`src/u8v_pkg.sv`:
```
// shared constants, types and helpers for the utf-8 stream validator
package u8v_pkg;

  localparam int POSITION_BITS = 24;
  localparam int OUT_BITS      = 24;

  localparam logic [POSITION_BITS-1:0] POS_TOP  = {POSITION_BITS{1'b1}};
  localparam logic [POSITION_BITS-1:0] POS_ZERO = {POSITION_BITS{1'b0}};
  localparam logic [POSITION_BITS-1:0] POS_ONE  = {{(POSITION_BITS-1){1'b0}}, 1'b1};

  // second byte narrowing classes
  localparam logic [2:0] CLS_NONE = 3'd0;
  localparam logic [2:0] CLS_E0   = 3'd1;
  localparam logic [2:0] CLS_ED   = 3'd2;
  localparam logic [2:0] CLS_F0   = 3'd3;
  localparam logic [2:0] CLS_F4   = 3'd4;

  localparam logic [7:0] BYTE_ASCII_TOP = 8'h7F;
  localparam logic [7:0] BYTE_LEAD2_LO  = 8'hC2;
  localparam logic [7:0] BYTE_LEAD2_HI  = 8'hDF;
  localparam logic [7:0] BYTE_E0        = 8'hE0;
  localparam logic [7:0] BYTE_ED        = 8'hED;
  localparam logic [7:0] BYTE_LEAD3_HI  = 8'hEF;
  localparam logic [7:0] BYTE_F0        = 8'hF0;
  localparam logic [7:0] BYTE_F4        = 8'hF4;
  localparam logic [7:0] BYTE_CONT_LO   = 8'h80;
  localparam logic [7:0] BYTE_CONT_HI   = 8'hBF;
  localparam logic [7:0] BYTE_E0_LO     = 8'hA0;
  localparam logic [7:0] BYTE_ED_HI     = 8'h9F;
  localparam logic [7:0] BYTE_F0_LO     = 8'h90;
  localparam logic [7:0] BYTE_F4_HI     = 8'h8F;
  localparam logic [7:0] BYTE_NEWLINE   = 8'h0A;

  // outcome of one byte against the sequence state
  typedef struct packed {
    logic [1:0] pending;
    logic [2:0] cls;
    logic       start;
    logic       bad_lead;
    logic       bad_cont;
  } check_t;

  function automatic logic [POSITION_BITS-1:0] sat_inc(input logic [POSITION_BITS-1:0] v);
    return (v == POS_TOP) ? v : v + POS_ONE;
  endfunction

  function automatic logic [OUT_BITS-1:0] to_out(input logic [POSITION_BITS-1:0] v);
    logic [OUT_BITS+POSITION_BITS-1:0] wide;
    wide = {{OUT_BITS{1'b0}}, v};
    return wide[OUT_BITS-1:0];
  endfunction

endpackage

```
`src/u8v_seq_check.sv`:
```
// byte classification and continuation range check
module u8v_seq_check import u8v_pkg::*; (
  input  logic [7:0] data_byte,
  input  logic [1:0] pending_count,
  input  logic [2:0] second_byte_class,
  output check_t     chk
);

  logic [7:0] lo;
  logic [7:0] hi;

  always_comb begin
    lo = BYTE_CONT_LO;
    hi = BYTE_CONT_HI;
    unique case (second_byte_class)
      CLS_E0:  lo = BYTE_E0_LO;
      CLS_ED:  hi = BYTE_ED_HI;
      CLS_F0:  lo = BYTE_F0_LO;
      CLS_F4:  hi = BYTE_F4_HI;
      default: ;
    endcase
  end

  always_comb begin
    chk = '0;
    if (pending_count == 2'd0) begin
      priority if (data_byte <= BYTE_ASCII_TOP) begin
        chk.pending = 2'd0;
      end else if (data_byte >= BYTE_LEAD2_LO && data_byte <= BYTE_LEAD2_HI) begin
        chk.pending = 2'd1;
      end else if (data_byte == BYTE_E0) begin
        chk.pending = 2'd2;
        chk.cls     = CLS_E0;
      end else if (data_byte == BYTE_ED) begin
        chk.pending = 2'd2;
        chk.cls     = CLS_ED;
      end else if (data_byte > BYTE_E0 && data_byte <= BYTE_LEAD3_HI) begin
        chk.pending = 2'd2;
      end else if (data_byte == BYTE_F0) begin
        chk.pending = 2'd3;
        chk.cls     = CLS_F0;
      end else if (data_byte == BYTE_F4) begin
        chk.pending = 2'd3;
        chk.cls     = CLS_F4;
      end else if (data_byte > BYTE_F0 && data_byte < BYTE_F4) begin
        chk.pending = 2'd3;
      end else begin
        chk.bad_lead = 1'b1;
      end
      chk.start = (chk.pending != 2'd0);
    end else begin
      // narrowing applies to the second byte only, cleared after it
      chk.cls = CLS_NONE;
      if (data_byte >= lo && data_byte <= hi) begin
        chk.pending = pending_count - 2'd1;
      end else begin
        chk.pending  = 2'd0;
        chk.bad_cont = 1'b1;
      end
    end
  end

endmodule

```
`src/utf8_stream_validator.sv`:
```
// top level: strict utf-8 check of a byte stream with error position report
//
//  channel | handshake           | payload
//  --------+---------------------+----------------------------------------------------
//  input   | in_valid, in_ready  | data_byte, last_byte
//  output  | out_valid, out_ready| is_valid, fault_offset, error_line, error_column
//
// one byte per cycle while in_ready is high; the verdict of a document appears in the
// result register the cycle after its last byte transfers.
// all per-byte work is one pass of classify, range check and counter update.
// rst is synchronous and clears the sequence state and counters to a new document.
// input stalls only while a verdict waits in the result register and out_ready is low.
module utf8_stream_validator import u8v_pkg::*; (
  input  logic                clk,
  input  logic                rst,
  input  logic                in_valid,
  output logic                in_ready,
  input  logic [7:0]          data_byte,
  input  logic                last_byte,
  output logic                out_valid,
  input  logic                out_ready,
  output logic                is_valid,
  output logic [OUT_BITS-1:0] fault_offset,
  output logic [OUT_BITS-1:0] error_line,
  output logic [OUT_BITS-1:0] error_column
);

  logic [1:0]               pending_count, pending_count_next;
  logic [2:0]               second_byte_class, second_byte_class_next;
  logic [POSITION_BITS-1:0] byte_position, byte_position_next;
  logic [POSITION_BITS-1:0] line_counter, line_counter_next;
  logic [POSITION_BITS-1:0] column_counter, column_counter_next;
  logic [POSITION_BITS-1:0] lead_position, lead_position_next;
  logic [POSITION_BITS-1:0] lead_line, lead_line_next;
  logic [POSITION_BITS-1:0] lead_column, lead_column_next;
  logic                     error_latched, error_latched_next;
  logic [POSITION_BITS-1:0] saved_error_offset, saved_error_offset_next;
  logic [POSITION_BITS-1:0] saved_error_line, saved_error_line_next;
  logic [POSITION_BITS-1:0] saved_error_column, saved_error_column_next;

  check_t chk;
  logic   in_xfer;

  u8v_seq_check u_check (
    .data_byte         (data_byte),
    .pending_count     (pending_count),
    .second_byte_class (second_byte_class),
    .chk               (chk)
  );

  assign in_ready = !out_valid || out_ready;
  assign in_xfer  = in_valid && in_ready;

  always_comb begin
    pending_count_next      = pending_count;
    second_byte_class_next  = second_byte_class;
    lead_position_next      = lead_position;
    lead_line_next          = lead_line;
    lead_column_next        = lead_column;
    error_latched_next      = error_latched;
    saved_error_offset_next = saved_error_offset;
    saved_error_line_next   = saved_error_line;
    saved_error_column_next = saved_error_column;

    if (!error_latched) begin
      pending_count_next     = chk.pending;
      second_byte_class_next = chk.cls;
      if (chk.start) begin
        lead_position_next = byte_position;
        lead_line_next     = line_counter;
        lead_column_next   = column_counter;
      end
      priority if (chk.bad_lead) begin
        error_latched_next      = 1'b1;
        saved_error_offset_next = byte_position;
        saved_error_line_next   = line_counter;
        saved_error_column_next = column_counter;
      end else if (chk.bad_cont) begin
        error_latched_next      = 1'b1;
        saved_error_offset_next = lead_position;
        saved_error_line_next   = lead_line;
        saved_error_column_next = lead_column;
      end else if (last_byte && chk.pending != 2'd0) begin
        // document cut short inside a sequence
        error_latched_next      = 1'b1;
        saved_error_offset_next = lead_position_next;
        saved_error_line_next   = lead_line_next;
        saved_error_column_next = lead_column_next;
      end else begin
      end
    end

    byte_position_next = sat_inc(byte_position);
    if (data_byte == BYTE_NEWLINE) begin
      line_counter_next   = sat_inc(line_counter);
      column_counter_next = POS_ONE;
    end else begin
      line_counter_next   = line_counter;
      column_counter_next = sat_inc(column_counter);
    end
  end

  always_ff @(posedge clk) begin
    if (rst || (in_xfer && last_byte)) begin
      pending_count      <= 2'd0;
      second_byte_class  <= CLS_NONE;
      byte_position      <= POS_ZERO;
      line_counter       <= POS_ONE;
      column_counter     <= POS_ONE;
      lead_position      <= POS_ZERO;
      lead_line          <= POS_ONE;
      lead_column        <= POS_ONE;
      error_latched      <= 1'b0;
      saved_error_offset <= POS_ZERO;
      saved_error_line   <= POS_ZERO;
      saved_error_column <= POS_ZERO;
    end else if (in_xfer) begin
      pending_count      <= pending_count_next;
      second_byte_class  <= second_byte_class_next;
      byte_position      <= byte_position_next;
      line_counter       <= line_counter_next;
      column_counter     <= column_counter_next;
      lead_position      <= lead_position_next;
      lead_line          <= lead_line_next;
      lead_column        <= lead_column_next;
      error_latched      <= error_latched_next;
      saved_error_offset <= saved_error_offset_next;
      saved_error_line   <= saved_error_line_next;
      saved_error_column <= saved_error_column_next;
    end
  end

  // result register
  always_ff @(posedge clk) begin
    if (rst) begin
      out_valid <= 1'b0;
    end else if (in_xfer && last_byte) begin
      out_valid <= 1'b1;
    end else if (out_ready) begin
      out_valid <= 1'b0;
    end
  end

  always_ff @(posedge clk) begin
    if (in_xfer && last_byte) begin
      is_valid <= !error_latched_next;
      if (error_latched_next) begin
        fault_offset <= to_out(saved_error_offset_next);
        error_line   <= to_out(saved_error_line_next);
        error_column <= to_out(saved_error_column_next);
      end else begin
        fault_offset <= '0;
        error_line   <= '0;
        error_column <= '0;
      end
    end
  end

endmodule
```
`config.mk`:
```
export PLATFORM = sky130hd
export DESIGN_NAME = utf8_stream_validator
export DESIGN_NICKNAME = d
export VERILOG_FILES = /design/src/u8v_pkg.sv /design/src/u8v_seq_check.sv /design/src/utf8_stream_validator.sv
export SDC_FILE = /design/constraint.sdc
export NUM_CORES = 1
export LEC_CHECK = 0
export BUFFER_PORTS_ARGS = -buffer_cell sky130_fd_sc_hd__buf_2
export CORE_UTILIZATION = 55
export DETAILED_ROUTE_END_ITERATION = 6
export HOLD_SLACK_MARGIN = 0.12
export MAX_ROUTING_LAYER = met4
export PLACE_DENSITY = 0.78
export SYNTH_ARGS = -nofsm -noshare
export SYNTH_HDL_FRONTEND = slang
export SYNTH_SLANG_ARGS = --single-unit
```
`constraint.sdc`:
```
create_clock -name clk -period 11 [get_ports clk]
set_input_delay 2.2 -clock clk [delete_from_list [all_inputs] [get_ports clk]]
set_output_delay 2.2 -clock clk [all_outputs]
set_load 0.005 [all_outputs]
```
==> results by group <==
Outcome
  • Status: finished, violations left
  • Failing checks: DRC

Yosys
  • Register bit count reported by yosys: slightly below 300
  • Seq/Total Area, Yosys: 0.423
  • Syn Area/Cell: a little over 9 sq um
  • Synth warn: 0
  • Ys async rst share: 0
  • Syn nets: approximately 1700
  • Post-synth EDFFs: 73
  • Synth cell types: 69
  • Cells after Synth: ~1700
  • Area of the mapped netlist: 0.0157 sq mm
  • Top_reg_cell synth: dfxtp_1

Pwr
  • Worst VDD drop: 0.104 mV
  • Pwr Total: 2.64 mW
  • Pwr/cell area: about 150 mW/mm^2
  • P_int: between 1.5 and 2 mW
  • Seq pwr share: 0.449
  • Switching part of the total power: 0.286
  • Leakage: between 5 and 6 nW
  • NetSw: approximately 750 uW
  • Power share of the clock group: 0.400
  • Logic pwr share: 0.151

Timing
  • Worst slew margin: 0.184
  • RSZ-0062 raised after global routing: false
  • Worst Tran Pin Value: 1.22 ns
  • Clock Skew: 0.0165 ns
  • Max frequency: ~190 MHz
  • Setup TNS: 0 ns
  • Min Tclk post-route: 5.34 ns
  • Final count of hold timing violations: 0
  • # setup viols final: 0
  • Period utilization: 0.486
  • Final Max Tran Viols: 0

Floorplan
  • Die width: 171 microns
  • # rows: 61
  • Core ar.: about 0.028 sq mm
  • Die height: 171 microns
  • I/O pins: 88
  • Starting density of the core: 0.563
  • Die area: 0.0293 sq mm

CTS
  • Clk pin slew, worst setup/hold paths: 0.07 ns
  • Post-CTS Setup Bufs: 0
  • Cts repair resizes: 0
  • Root Buffer: clkbuf_16
  • Hold_buf cts: 0
  • CTS buffer count: 31
  • Clk_lat worst skew: between 0.5 and 0.6 ns
  • Clk buf depth: 3
  • Sink Count: 296
  • Clock H-tree levels: 1
  • CTS tree: built

Worst setup path
  • Worst path required time: 11.46 ns
  • Arr. time, crit path: between 5 and 6 ns
  • Setup crit start kind: primary input
  • CP Max Fanout: 110
  • Critical path capture point type: flip-flop
  • WS Path Type: primary input to flip-flop

Drt
  • Via/cell ratio: 6.52
  • Initial DRC Count: 1330
  • Routed WL per cell: approximately 20 microns
  • Router iterations before antenna repair: 7
  • Antenna-violating nets left: 0
  • Routed WL: 42.3 mm
  • DRC: 8
  • Vias: 13500

Place
  • # port buffers: 87
  • Detailed Place HPWL: 23.4 mm
  • GP Congestion: 0.847

GRT
  • Gr usage total: 0.294
  • Initial antenna violation count: 1
  • Total gr overflow: 0
  • Largest net degree at the start of global routing: 111
  • First-pass GRT wire length: 67.3 mm
  • Vias in the first global route: 12600

Cells and area
  • Most common cell after layout, fill and taps aside: dfxtp_1
  • Layout cells sized above 1: 0.154
  • Final net count: 1690
  • Synth-to-Final Area Change: 8.59%
  • Fill cell count: 2382
  • Commonest non-fill, non-tap cells in the layout: dfxtp_1 (222), nand2_1 (210), a211oi_1 (126), nor2_1 (124), a21oi_1 (96)

Worst hold path
  • Tightest Hold Check Type: flip-flop to flip-flop

Job
  • Max-cap violations: 0
==> cell families after synthesis <==
group / after synthesis / synth area share
buffers and inverters: 188 / 0.0545
multiplexers: 95 / 0.0604
AND/OR/NAND/NOR: 554 / 0.171
adder cells (fa/ha/maj): 8 / 0.00636
flip-flops: 296 / 0.423
AO/OA/AOI/OAI: 507 / 0.255
XOR/XNOR: 53 / 0.0295
==> synth_stat cells (37+ instances only) <==
| cell type | number | area share |
|---|---|---|
| dfxtp_1 | 223 | 0.28 |
| nand2_1 | 211 | 0.050 |
| nor2_1 | 127 | 0.030 |
| a211oi_1 | 126 | 0.060 |
| a21oi_1 | 97 | 0.031 |
| clkbuf_1 | 96 | 0.023 |
| mux2i_1 | 95 | 0.060 |
| edfxtp_1 | 73 | 0.14 |
| and3_1 | 56 | 0.022 |
| buf_2 | 54 | 0.017 |
| o21ai_0 | 45 | 0.014 |
| a221oi_2 | 40 | 0.038 |
| o22a_1 | 39 | 0.022 |
| xnor2_1 | 37 | 0.021 |
==> power groups by stage <==
stage,combinational [mW],sequential [mW],clock [mW]
detailed placement,0.391,1.21,0
finish,0.398,1.19,1.06
floorplan,0.299,1.20,0
CTS,0.393,1.18,1.06
global route,0.427,1.19,1.10
global placement,0.384,1.21,0
==> path summary, 6_finish.rpt <==
path,cells after the start,slack [ns],to,start
worst max-delay path,10,5.66,column_counter[14]$_SDFFE_PP0P_,out_ready
worst min-delay path,2,0.47,pending_count[1]$_SDFFE_PP0P_,pending_count[1]$_SDFFE_PP0P_
worst max register to register,9,6.79,error_column[3]$_SDFFCE_PN0P_,pending_count[0]$_SDFFE_PP0P_
worst min register to register,2,0.47,pending_count[1]$_SDFFE_PP0P_,pending_count[1]$_SDFFE_PP0P_
==> critical path, cell delays in order <==
cell and delay (ns):
buf_2 0.07, nor2b_1 0.06, inv_1 0.12, and3_4 0.18, buf_4 0.86, or2_4 0.79
buf_4 1.01, nor2_1 0.22, nand2_1 0.13, mux2i_1 0.07
==> metal layers <==
layer  global-route usage  up-vias  routed length, microns
met5                    -        -                       0
met4               0.0982        0                     797
met3               0.0356       75                    3160
met2                0.466      620                   19900
met1                0.390     6506                   18500
li1                     -     6316                       -
==> metrics by stage <==
step | instances | setup WS [ns] | util | instance area [sq um] | hold slack, ns
global placement | 2014 | 5.19 | 0.575 | 16100 | 0.439
CTS | 2071 | 5.70 | 0.612 | 17100 | 0.463
global route | 2072 | 5.39 | 0.612 | 17100 | 0.493
floorplan | 1701 | 5.51 | - | 15700 | 0.432
finish | 2072 | 5.66 | 0.612 | 17100 | 0.466
detailed placement | 2014 | 5.12 | 0.575 | 16100 | 0.454
==> area by class of cell <==
| class | count | area (sq um) | area share |
|---|---|---|---|
| clock buffer | 33 | 815 | 0.0477 |
| inverter | 18 | 67.6 | 0.00395 |
| sequential | 296 | 6660 | 0.390 |
| timing repair buffer | 105 | 571 | 0.0334 |
| antenna | 1 | 2.50 | 0.000146 |
| clock inverter | 24 | 201 | 0.0118 |
| tap | 378 | 473 | 0.0277 |
| multi-input combinational | 1217 | 8300 | 0.486 |
No activity file was read; power rests on OpenSTA's default activity.
